## src/rtl/stripe_request_splitter_unit_macros.svh

```systemverilog
// Assertion macros for the stripe splitter RTL.
`ifndef STRIPE_REQUEST_SPLITTER_UNIT_MACROS_SVH
`define STRIPE_REQUEST_SPLITTER_UNIT_MACROS_SVH

`ifndef NO_ASSERTIONS

// Checked while out of reset
`define SRSPLIT_ASSERT(lbl, prop, msg) \
    lbl: assert property (@(posedge clk) disable iff (!rst_n) prop) else $error(msg);

// Checked at every edge, reset included
`define SRSPLIT_ASSERT_ALWAYS(lbl, prop, msg) \
    lbl: assert property (@(posedge clk) prop) else $error(msg);

`else

`define SRSPLIT_ASSERT(lbl, prop, msg)
`define SRSPLIT_ASSERT_ALWAYS(lbl, prop, msg)

`endif

`endif

```

## src/rtl/srsplit_pkg.sv

```systemverilog
package srsplit_pkg;

    // Field widths
    localparam int OFF_W  = 40;
    localparam int SIZE_W = 32;
    localparam int TAG_W  = 31;
    localparam int TIME_W = 48;
    localparam int SRV_W  = 10;
    localparam int NS_W   = 11;
    localparam int ST_W   = 25;
    localparam int CST_W  = 16;

    // Configuration port
    localparam int CFG_IDX_W  = 2;
    localparam int CFG_DATA_W = 25;
    localparam logic [CFG_IDX_W-1:0] CFG_STRIPE_SIZE     = 2'd0;
    localparam logic [CFG_IDX_W-1:0] CFG_NUM_SERVERS     = 2'd1;
    localparam logic [CFG_IDX_W-1:0] CFG_CHUNK_SEND_TIME = 2'd2;

    // Shared divider geometry
    localparam int DIV_W = 41;
    localparam int REM_W = 25;
    localparam int CNT_W = 6;

    localparam logic [TIME_W-1:0] TIME_MAX = 48'hFFFF_FFFF_FFFF;
    localparam logic [NS_W-1:0]   NS_LIMIT = 11'd1024;

    typedef struct packed {
        logic [OFF_W-1:0]  byte_offset;
        logic [SIZE_W-1:0] request_size;
        logic [TAG_W-1:0]  request_tag;
        logic [TIME_W-1:0] now_time;
    } in_item_t;

    typedef struct packed {
        logic [SRV_W-1:0]  server_index;
        logic [ST_W-1:0]   chunk_size;
        logic [TIME_W-1:0] send_delay;
        logic              is_last;
        logic              overflow;
    } out_item_t;

    // Divider control from the sequencer
    typedef struct packed {
        logic             start;
        logic [DIV_W-1:0] dividend;
        logic [REM_W-1:0] divisor;
        logic [CNT_W-1:0] steps;
    } div_req_t;

    typedef struct packed {
        logic busy;
        logic done;
    } div_stat_t;

endpackage

```

## src/rtl/stripe_request_splitter_unit.sv

```systemverilog
// Each accepted item runs four divisions (40, 31, 41 and 33 steps) one bit per cycle
// on a single shared divider before its first result.
// Results then leave one per cycle while out_stall is low, up to MAX_CHUNKS per item.
// A new item is taken only back in idle, after the S_FIN state commits sender time;
// an overflow item skips S_FIN, as it commits nothing.
// Reset (rst_n low, asynchronous): sender free time 0, stripe length 1048576,
// num_servers 16, chunk_send_time 1, no result pending.
`include "stripe_request_splitter_unit_macros.svh"

module stripe_request_splitter_unit #(
    parameter int MAX_CHUNKS = 64
) (
    input  logic                               clk,
    input  logic                               rst_n,
    input  logic                               in_valid,
    output logic                               in_stall,
    input  srsplit_pkg::in_item_t              in_data,
    output logic                               out_valid,
    input  logic                               out_stall,
    output srsplit_pkg::out_item_t             out_data,
    input  logic                               cfg_wr_en,
    input  logic [srsplit_pkg::CFG_IDX_W-1:0]  cfg_index,
    input  logic [srsplit_pkg::CFG_DATA_W-1:0] cfg_data
);
    import srsplit_pkg::*;

    localparam int IDX_W = $clog2(MAX_CHUNKS + 1);

    // Sequencer states
    localparam logic [2:0] S_IDLE = 3'd0;
    localparam logic [2:0] S_DIV1 = 3'd1;
    localparam logic [2:0] S_DIV2 = 3'd2;
    localparam logic [2:0] S_DIV3 = 3'd3;
    localparam logic [2:0] S_DIV4 = 3'd4;
    localparam logic [2:0] S_EMIT = 3'd5;
    localparam logic [2:0] S_FIN  = 3'd6;

    // Divider step counts per operation
    localparam logic [CNT_W-1:0] STEPS_OFF = 6'd40;
    localparam logic [CNT_W-1:0] STEPS_TAG = 6'd31;
    localparam logic [CNT_W-1:0] STEPS_SUM = 6'd41;
    localparam logic [CNT_W-1:0] STEPS_END = 6'd33;

    logic [2:0]        state_reg, state_next;
    logic [ST_W-1:0]   stripe_reg, stripe_next;
    logic [NS_W-1:0]   ns_reg, ns_next;
    logic [CST_W-1:0]  cst_reg, cst_next;
    logic [TIME_W-1:0] free_reg, free_next;

    logic [SIZE_W-1:0] size_reg, size_next;
    logic [TAG_W-1:0]  tag_reg, tag_next;
    logic [TIME_W-1:0] now_reg, now_next;
    logic [OFF_W-1:0]  q_reg, q_next;
    logic [ST_W-1:0]   r_reg, r_next;
    logic [SRV_W-1:0]  srv_reg, srv_next;
    logic [IDX_W-1:0]  idx_reg, idx_next;
    logic [IDX_W-1:0]  total_reg, total_next;
    logic [ST_W-1:0]   first_reg, first_next;
    logic [ST_W-1:0]   last_reg, last_next;
    logic              ovf_reg, ovf_next;
    logic [TIME_W-1:0] dly_reg, dly_next;
    logic [TIME_W-1:0] lim_reg, lim_next;

    logic              out_valid_reg, out_valid_next;
    out_item_t         out_reg, out_next;

    logic [ST_W-1:0]   eff_st;
    logic [NS_W-1:0]   eff_ns;
    logic              in_fire;
    logic              out_free;

    div_req_t          div_req;
    div_stat_t         div_stat;
    logic [DIV_W-1:0]  div_quo;
    logic [REM_W-1:0]  div_rem;

    logic [SIZE_W:0]   end_sum;
    logic [ST_W-1:0]   rest;
    logic [32:0]       q2;
    logic              is_large;
    logic              is_fin;
    logic [ST_W-1:0]   chunk;
    logic [TIME_W:0]   dsum;
    logic [TIME_W-1:0] dnew;
    logic [NS_W-1:0]   srv_inc;

    // Effective configuration
    assign eff_st = (stripe_reg == '0) ? ST_W'(1) : stripe_reg;
    always_comb
    begin
        if (ns_reg == '0)
            eff_ns = NS_W'(1);
        else if (ns_reg > NS_LIMIT)
            eff_ns = NS_LIMIT;
        else
            eff_ns = ns_reg;
    end

    assign in_stall = (state_reg != S_IDLE);
    assign in_fire  = in_valid && !in_stall;
    assign out_free = !out_valid_reg || !out_stall;

    // Configuration writes
    always_comb
    begin
        stripe_next = stripe_reg;
        ns_next     = ns_reg;
        cst_next    = cst_reg;
        if (cfg_wr_en)
        begin
            unique case (cfg_index)
                CFG_STRIPE_SIZE:     stripe_next = cfg_data;
                CFG_NUM_SERVERS:     ns_next     = cfg_data[NS_W-1:0];
                CFG_CHUNK_SEND_TIME: cst_next    = cfg_data[CST_W-1:0];
                default:             ;
            endcase
        end
    end

    // Divider operand selection per step of the sequence
    assign end_sum = {8'b0, r_reg} + {1'b0, size_reg};

    always_comb
    begin
        div_req = '0;
        unique case (state_reg)
            S_IDLE:
            begin
                div_req.start    = in_fire;
                div_req.dividend = {in_data.byte_offset, 1'b0};
                div_req.divisor  = eff_st;
                div_req.steps    = STEPS_OFF;
            end
            S_DIV1:
            begin
                div_req.start    = div_stat.done;
                div_req.dividend = {tag_reg, 10'b0};
                div_req.divisor  = REM_W'(eff_ns);
                div_req.steps    = STEPS_TAG;
            end
            S_DIV2:
            begin
                div_req.start    = div_stat.done;
                div_req.dividend = {1'b0, q_reg} + DIV_W'(div_rem[SRV_W-1:0]);
                div_req.divisor  = REM_W'(eff_ns);
                div_req.steps    = STEPS_SUM;
            end
            S_DIV3:
            begin
                div_req.start    = div_stat.done;
                div_req.dividend = {end_sum, 8'b0};
                div_req.divisor  = eff_st;
                div_req.steps    = STEPS_END;
            end
            default: ;
        endcase
    end

    srsplit_div u_div (
        .clk       (clk),
        .rst_n     (rst_n),
        .req       (div_req),
        .stat      (div_stat),
        .quotient  (div_quo),
        .remainder (div_rem)
    );

    // Chunk plan terms
    assign q2       = div_quo[32:0];
    assign rest     = eff_st - r_reg;
    assign is_large = (size_reg >= SIZE_W'(eff_st));

    // Per-chunk terms
    assign is_fin  = (idx_reg == total_reg - 1'b1);
    assign chunk   = is_fin ? last_reg : ((idx_reg == '0) ? first_reg : eff_st);
    assign dsum    = {1'b0, dly_reg} + (TIME_W + 1)'(cst_reg);
    assign dnew    = (dsum > {1'b0, lim_reg}) ? lim_reg : dsum[TIME_W-1:0];
    assign srv_inc = {1'b0, srv_reg} + 1'b1;

    // Sequencer
    always_comb
    begin
        state_next     = state_reg;
        free_next      = free_reg;
        size_next      = size_reg;
        tag_next       = tag_reg;
        now_next       = now_reg;
        q_next         = q_reg;
        r_next         = r_reg;
        srv_next       = srv_reg;
        idx_next       = idx_reg;
        total_next     = total_reg;
        first_next     = first_reg;
        last_next      = last_reg;
        ovf_next       = ovf_reg;
        dly_next       = dly_reg;
        lim_next       = lim_reg;
        out_next       = out_reg;
        out_valid_next = out_valid_reg && out_stall;

        unique case (state_reg)
            S_IDLE:
            begin
                if (in_fire)
                begin
                    size_next  = in_data.request_size;
                    tag_next   = in_data.request_tag;
                    now_next   = in_data.now_time;
                    state_next = S_DIV1;
                end
            end
            S_DIV1:
            begin
                // offset / stripe
                if (div_stat.done)
                begin
                    q_next     = div_quo[OFF_W-1:0];
                    r_next     = div_rem;
                    state_next = S_DIV2;
                end
            end
            S_DIV2:
            begin
                // tag mod servers
                if (div_stat.done)
                    state_next = S_DIV3;
            end
            S_DIV3:
            begin
                // start server
                if (div_stat.done)
                begin
                    srv_next   = div_rem[SRV_W-1:0];
                    state_next = S_DIV4;
                end
            end
            S_DIV4:
            begin
                // end of request within its stripes: plan the chunks
                if (div_stat.done)
                begin
                    idx_next = '0;
                    ovf_next = 1'b0;
                    if (is_large)
                    begin
                        ovf_next   = (q2 >= 33'(MAX_CHUNKS));
                        total_next = ovf_next ? IDX_W'(1) : IDX_W'(q2 + 33'd1);
                        first_next = rest;
                        last_next  = div_rem;
                    end
                    else if (size_reg <= SIZE_W'(rest))
                    begin
                        total_next = IDX_W'(1);
                        first_next = size_reg[ST_W-1:0];
                        last_next  = size_reg[ST_W-1:0];
                    end
                    else
                    begin
                        total_next = IDX_W'(2);
                        first_next = rest;
                        last_next  = size_reg[ST_W-1:0] - rest;
                    end
                    dly_next   = (free_reg > now_reg) ? (free_reg - now_reg) : '0;
                    lim_next   = TIME_MAX - now_reg;
                    state_next = S_EMIT;
                end
            end
            S_EMIT:
            begin
                if (out_free)
                begin
                    out_valid_next = 1'b1;
                    if (ovf_reg)
                    begin
                        out_next          = '0;
                        out_next.is_last  = 1'b1;
                        out_next.overflow = 1'b1;
                    end
                    else
                    begin
                        out_next.server_index = srv_reg;
                        out_next.chunk_size   = chunk;
                        out_next.send_delay   = dnew;
                        out_next.is_last      = is_fin;
                        out_next.overflow     = 1'b0;
                        dly_next              = dnew;
                    end
                    srv_next = (srv_inc == eff_ns) ? '0 : srv_inc[SRV_W-1:0];
                    idx_next = idx_reg + 1'b1;
                    if (is_fin)
                        state_next = ovf_reg ? S_IDLE : S_FIN;
                end
            end
            S_FIN:
            begin
                // commit the sender reservation of the whole item
                free_next  = now_reg + dly_reg;
                state_next = S_IDLE;
            end
            default:
                state_next = S_IDLE;
        endcase
    end

    // Control and state registers
    always_ff @(posedge clk or negedge rst_n)
    begin
        if (!rst_n)
        begin
            state_reg     <= S_IDLE;
            stripe_reg    <= 25'd1048576;
            ns_reg        <= 11'd16;
            cst_reg       <= 16'd1;
            free_reg      <= '0;
            out_valid_reg <= 1'b0;
            idx_reg       <= '0;
            total_reg     <= IDX_W'(1);
            ovf_reg       <= 1'b0;
        end
        else
        begin
            state_reg     <= state_next;
            stripe_reg    <= stripe_next;
            ns_reg        <= ns_next;
            cst_reg       <= cst_next;
            free_reg      <= free_next;
            out_valid_reg <= out_valid_next;
            idx_reg       <= idx_next;
            total_reg     <= total_next;
            ovf_reg       <= ovf_next;
        end
    end

    // Payload registers
    always_ff @(posedge clk)
    begin
        size_reg  <= size_next;
        tag_reg   <= tag_next;
        now_reg   <= now_next;
        q_reg     <= q_next;
        r_reg     <= r_next;
        srv_reg   <= srv_next;
        first_reg <= first_next;
        last_reg  <= last_next;
        dly_reg   <= dly_next;
        lim_reg   <= lim_next;
        out_reg   <= out_next;
    end

    assign out_valid = out_valid_reg;
    assign out_data  = out_reg;

    // Checks
    `SRSPLIT_ASSERT(a_ovf_is_last, (out_valid && out_data.overflow) |-> out_data.is_last, "overflow item not marked last")
    `SRSPLIT_ASSERT(a_free_only_fin, (state_reg != S_FIN) |=> $stable(free_reg), "sender time moved outside commit")
    `SRSPLIT_ASSERT(a_idx_bound, (state_reg == S_EMIT) |-> (idx_reg < total_reg), "chunk index past chunk count")
    `SRSPLIT_ASSERT(a_div_idle, (state_reg == S_IDLE || state_reg == S_EMIT) |-> !div_stat.busy, "divider busy outside division")

endmodule

```

## src/rtl/srsplit_div.sv

```systemverilog
module srsplit_div (
    input  logic                          clk,
    input  logic                          rst_n,
    input  srsplit_pkg::div_req_t         req,
    output srsplit_pkg::div_stat_t        stat,
    output logic [srsplit_pkg::DIV_W-1:0] quotient,
    output logic [srsplit_pkg::REM_W-1:0] remainder
);
    import srsplit_pkg::*;

    logic [CNT_W-1:0] cnt_reg, cnt_next;
    logic             done_reg, done_next;
    logic [DIV_W-1:0] quo_reg, quo_next;
    logic [REM_W-1:0] rem_reg, rem_next;
    logic [REM_W-1:0] dvs_reg, dvs_next;
    logic [REM_W:0]   shifted;
    logic [REM_W:0]   diff;
    logic             ge;

    // One restoring step: shift in the next dividend bit, trial subtract
    assign shifted = {rem_reg, quo_reg[DIV_W-1]};
    assign ge      = (shifted >= {1'b0, dvs_reg});
    assign diff    = shifted - {1'b0, dvs_reg};

    always_comb
    begin
        cnt_next  = cnt_reg;
        done_next = 1'b0;
        quo_next  = quo_reg;
        rem_next  = rem_reg;
        dvs_next  = dvs_reg;
        if (req.start)
        begin
            // dividend arrives left-aligned, so the quotient lands in the low bits
            cnt_next = req.steps;
            quo_next = req.dividend;
            rem_next = '0;
            dvs_next = req.divisor;
        end
        else if (cnt_reg != '0)
        begin
            cnt_next  = cnt_reg - 1'b1;
            done_next = (cnt_reg == CNT_W'(1));
            quo_next  = {quo_reg[DIV_W-2:0], ge};
            rem_next  = ge ? diff[REM_W-1:0] : shifted[REM_W-1:0];
        end
    end

    always_ff @(posedge clk or negedge rst_n)
    begin
        if (!rst_n)
        begin
            cnt_reg  <= '0;
            done_reg <= 1'b0;
        end
        else
        begin
            cnt_reg  <= cnt_next;
            done_reg <= done_next;
        end
    end

    always_ff @(posedge clk)
    begin
        quo_reg <= quo_next;
        rem_reg <= rem_next;
        dvs_reg <= dvs_next;
    end

    assign stat.busy = (cnt_reg != '0);
    assign stat.done = done_reg;
    assign quotient  = quo_reg;
    assign remainder = rem_reg;

endmodule
```

## config.mk

```make
export PLATFORM = sky130hd
export DESIGN_NAME = stripe_request_splitter_unit
export DESIGN_NICKNAME = d
export VERILOG_FILES = /design/src/rtl/srsplit_pkg.sv /design/src/rtl/stripe_request_splitter_unit.sv /design/src/rtl/srsplit_div.sv
export VERILOG_INCLUDE_DIRS = /design/src /design/src/rtl
export SDC_FILE = /design/constraint.sdc
export NUM_CORES = 2
export LEC_CHECK = 0
export ABC_CLOCK_PERIOD_IN_PS = 9400
export BUFFER_PORTS_ARGS = -buffer_cell sky130_fd_sc_hd__buf_4
export CAP_MARGIN = 20
export CORE_MARGIN = 3
export CORE_UTILIZATION = 60
export DETAILED_ROUTE_END_ITERATION = 16
export PLACE_DENSITY = 0.9
export SYNTH_ARGS = -nofsm -noshare
export SYNTH_HDL_FRONTEND = slang
export SYNTH_SLANG_ARGS = --single-unit
```

## constraint.sdc

```tcl
create_clock -name clk -period 9.4 [get_ports clk]
set_clock_uncertainty 0.05 [all_clocks]
set_input_delay 1.88 -clock clk [delete_from_list [all_inputs] [get_ports clk]]
set_output_delay 1.88 -clock clk [all_outputs]
set_load 0.03 [all_outputs]
```

==> results.md <==
- Status: complete, no violations
- Largest net degree at the start of global routing: 99
- Seq cells post-synth: 634
- CP Data Required Time: 9.67 ns
- Yosys top cell by area: edfxtp_1
- Final Cell Area: 45200 um^2
- Ranking of synthesized cells by area: edfxtp_1 36%, ha_1 9.4%, dfrtp_1 7.6%
- Synth cell types: 94
- Via density: 6.61
- DP Worst Slack: 2.48 ns
- Internal power: around 5 mW
- Net Sw Power: 1.71 mW
- Max FO, Critical Path: 25
- Synth warn: 0
- RSZ-0062 raised after global routing: false
- Final ANT Viol Nets: 0
- Most used DFF post-synth: edfxtp_1
- Final Cycle Share: 0.760
- Instance area after placement: 42800 um^2
- Switching Share: 0.253
- IO Port Bufs: approximately 270
- Hold_ws: 0.412 ns
- Initial core utilization: 0.607
- Clock-pin slew on the worst setup and hold paths: ~0.06 ns
- Setup WS post-layout: roughly 2.3 ns
- Ys async rst share: 0.199
- Mux share of post-synthesis cell area: 0.0435
- Max Slew Vio Count: 0
- Reg area: 18200 um^2
- Synthesis-to-finish area growth: 12.9%
- FF-to-FF path depth: 22
- Gate power share: 0.123
- Setup Viol. Count Final: 0
- Synth Area in Adders: 0.0979
- Total CTS buffers: 71
- Clock latency at the later pin of the worst-skew pair: 0.62 ns
- Post-Synthesis Cells: 3997
- Worst EP arrival: roughly 7.4 ns
- Top Metal Used: met5
- Multi-input gate area: 20300 um^2
- EDFF count, synth: 483
- Crit path capture type: register
- Filler cells: 4783
- Clk buf depth: 3
- WL met2: around 52 mm
- Syn Std Cell Area: 40100 um^2
- Fmax: 140 MHz
- Net count after synthesis: 4488
- Routed wire length: 123 mm
- Initial antenna violation count: 7
- Vias in the first global route: around 32000
- CTS tree: done
- Drt initial violations: 4579
- Number of flip-flops in the largest register: 85
- XOR/XNOR Fraction of Synth Area: 0.0586
- Cts hold-fix bufs: 0
- Worst VDD drop: roughly 0.00014 V
- Die Wd: 264 um
- Worst hold path type: register to register
- Std-Cell Rows: 94
- Metal-1 WL: 47.9 mm
- PwrDens: 150 nW/um^2
- Layout Nets: 4707
- Startpoint Class: register
- MaxCap Viol Count: 0
- DR vias: around 34000
- Wire per inst: 24.0 um
- Post-CTS Setup Inserts: 0
- Simple logic cell fraction of the synthesized area: 0.126
- Final Hold Viols: 0
- H-tree Lvls: 3
- Worst rel slew slack: 0.263
- TritonCTS Sinks: ~630
- Clock power frac: 0.417
- Overflow after GRT: 0
- Layout cells sized above 1: 0.118
- Placed Cells: 5004
- Sequential share of power: 0.460
- Compound-Gate Fraction of Synth Area: 0.177
- LEAKAGE: 19.9 nW
- Number of I/O pins: 270
- Metal3 WL: ~18 mm
- DPL Wire Length: 89.7 mm
- Die Ht: 264 um
- Crit path time final: 7.14 ns
- DR pass1 iterations: 9
- GP Congestion: 0.977
- Main combinational cell family by area after synthesis: compound AO/OA/AOI/OAI gates
- Syn_area_per_cell: 10.0 um^2
- Hold Path Depth: 0
- Total track usage: 0.345
- First-pass GRT wire length: 188 mm
- Final std cells w/o fill: 5142
- Die footprint: around 70000 um^2
- DRC: 0
- Post_cts resized: 0
- Root buf cell: clkbuf_16
- Register area share after synthesis: 0.453
- Slew @ Worst Pin: 1.11 ns
- Setup TNS: 0 ns
- Top cell type's share of synthesized area: 0.362
- Core box area: between 60000 and 70000 um^2
- CP Class: register to register
[cell families after synthesis]
logic type,count (synthesis)
muxes,166
DFF,634
adders and majority gates,309
buffers and inverters,443
and+or+nand+nor,1077
AOI/OAI and AO/OA,1100
xor gates and xnor gates,268
[power groups by stage]
stage / clock network [mW] / registers [mW] / logic (mW)
2_1_floorplan: 0 / 3.14 / 0.588
3_3_place_gp: 0 / 3.16 / 0.779
3_5_place_dp: 0 / 3.16 / 0.802
4_1_cts: 2.83 / 3.11 / 0.814
5_1_grt: 2.96 / 3.11 / 0.910
6_report: 2.82 / 3.11 / 0.834
[metrics by stage]
step                       util  power, mW
after detailed placement  0.649       3.97
final                     0.686       6.77
after global routing      0.686       6.98
after CTS                 0.685       6.75
after floorplan               -       3.72
after global placement    0.649       3.94
[critical path, cell delays in order, from the launching register on]
cell and delay [ns]:
edfxtp_1 0.42, ha_1 0.25, fa_1 0.43, a211oi_1 0.31, o21ai_0 0.19, a211o_1 0.33, a31o_2 0.26, a21oi_2 0.44
nor2_1 0.30, nand2_1 0.15, xnor2_1 0.15, ha_1 0.28, a21o_1 0.18, a21o_1 0.17, a21oi_1 0.17, and3b_1 0.18
o211ai_1 0.12, a211oi_1 0.25, a311oi_1 0.14, a31oi_4 0.94, buf_4 0.60, mux2i_1 0.37, o22ai_1 0.14
[worst paths after layout]
path,endpoint,slack [ns],from
setup / recovery,dly_reg[16]$_DFFE_PP_,2.26,dly_reg[0]$_DFFE_PP_
hold / removal,q_reg[36]$_DFFE_PP_,0.41,u_div.quotient[36]$_DFFE_PP_
setup reg to reg,dly_reg[16]$_DFFE_PP_,2.26,dly_reg[0]$_DFFE_PP_
hold reg to reg,q_reg[36]$_DFFE_PP_,0.41,u_div.quotient[36]$_DFFE_PP_
max in group asynchronous,total_reg[0]$_DFFE_PN1P_,6.95,rst_n
min in group asynchronous,free_reg[30]$_DFFE_PN0N_,1.20,rst_n
[cells in the mapped netlist (11+ instances only)]
master / n
a211oi_1: 29
a21o_1: 136
a21oi_1: 278
a221oi_1: 16
a222oi_1: 16
a22o_1: 13
a311oi_1: 21
a31oi_1: 30
and3_1: 50
and4_1: 13
buf_2: 11
clkbuf_1: 134
dfrtp_1: 122
dfxtp_1: 25
edfxtp_1: 483
ha_1: 300
inv_1: 284
mux2_2: 35
mux2i_1: 128
nand2_1: 337
nand2b_1: 37
nand3_1: 97
nand4_1: 51
nor2_1: 287
nor2b_1: 43
nor3_1: 64
nor4_1: 31
o211ai_1: 22
o21a_1: 51
o21ai_0: 234
o21ai_1: 26
o21bai_1: 35
o221ai_1: 14
o22ai_1: 54
o31ai_1: 24
xnor2_1: 140
xor2_1: 128
[cells in the final DEF, fill, tap and decap left out, types with 51 or more instances in the layout]
master / n
nand4_1: 51
dfrtp_1: 121
nand2_1: 333
a21oi_1: 278
buf_4: 297
o21a_1: 51
ha_1: 300
a21o_1: 136
xor2_1: 128
o22ai_1: 54
xnor2_1: 140
o21ai_0: 234
nor3_1: 61
clkbuf_16: 77
inv_1: 281
nor2_1: 286
edfxtp_1: 483
nand3_1: 97
mux2i_1: 128
[layer usage]
| layer | GRT usage | vias up |
|---|---|---|
| met5 | 0 | - |
| met4 | 0.147 | 6 |
| met3 | 0.0999 | 371 |
| met2 | 0.507 | 2412 |
| met1 | 0.480 | 16028 |
| li1 | - | 15188 |
[cell type report]
cell class | count | share of cell area
Antenna cell | 4 | 0.000221
Inverter | 287 | 0.0239
Timing Repair Buffer | 302 | 0.0512
Tap cell | 864 | 0.0239
Multi-Input combinational cell | 2920 | 0.448
Clock buffer | 99 | 0.0460
Clock inverter | 32 | 0.00575
Sequential cell | 634 | 0.401
No activity file was read; power rests on OpenSTA's default activity.
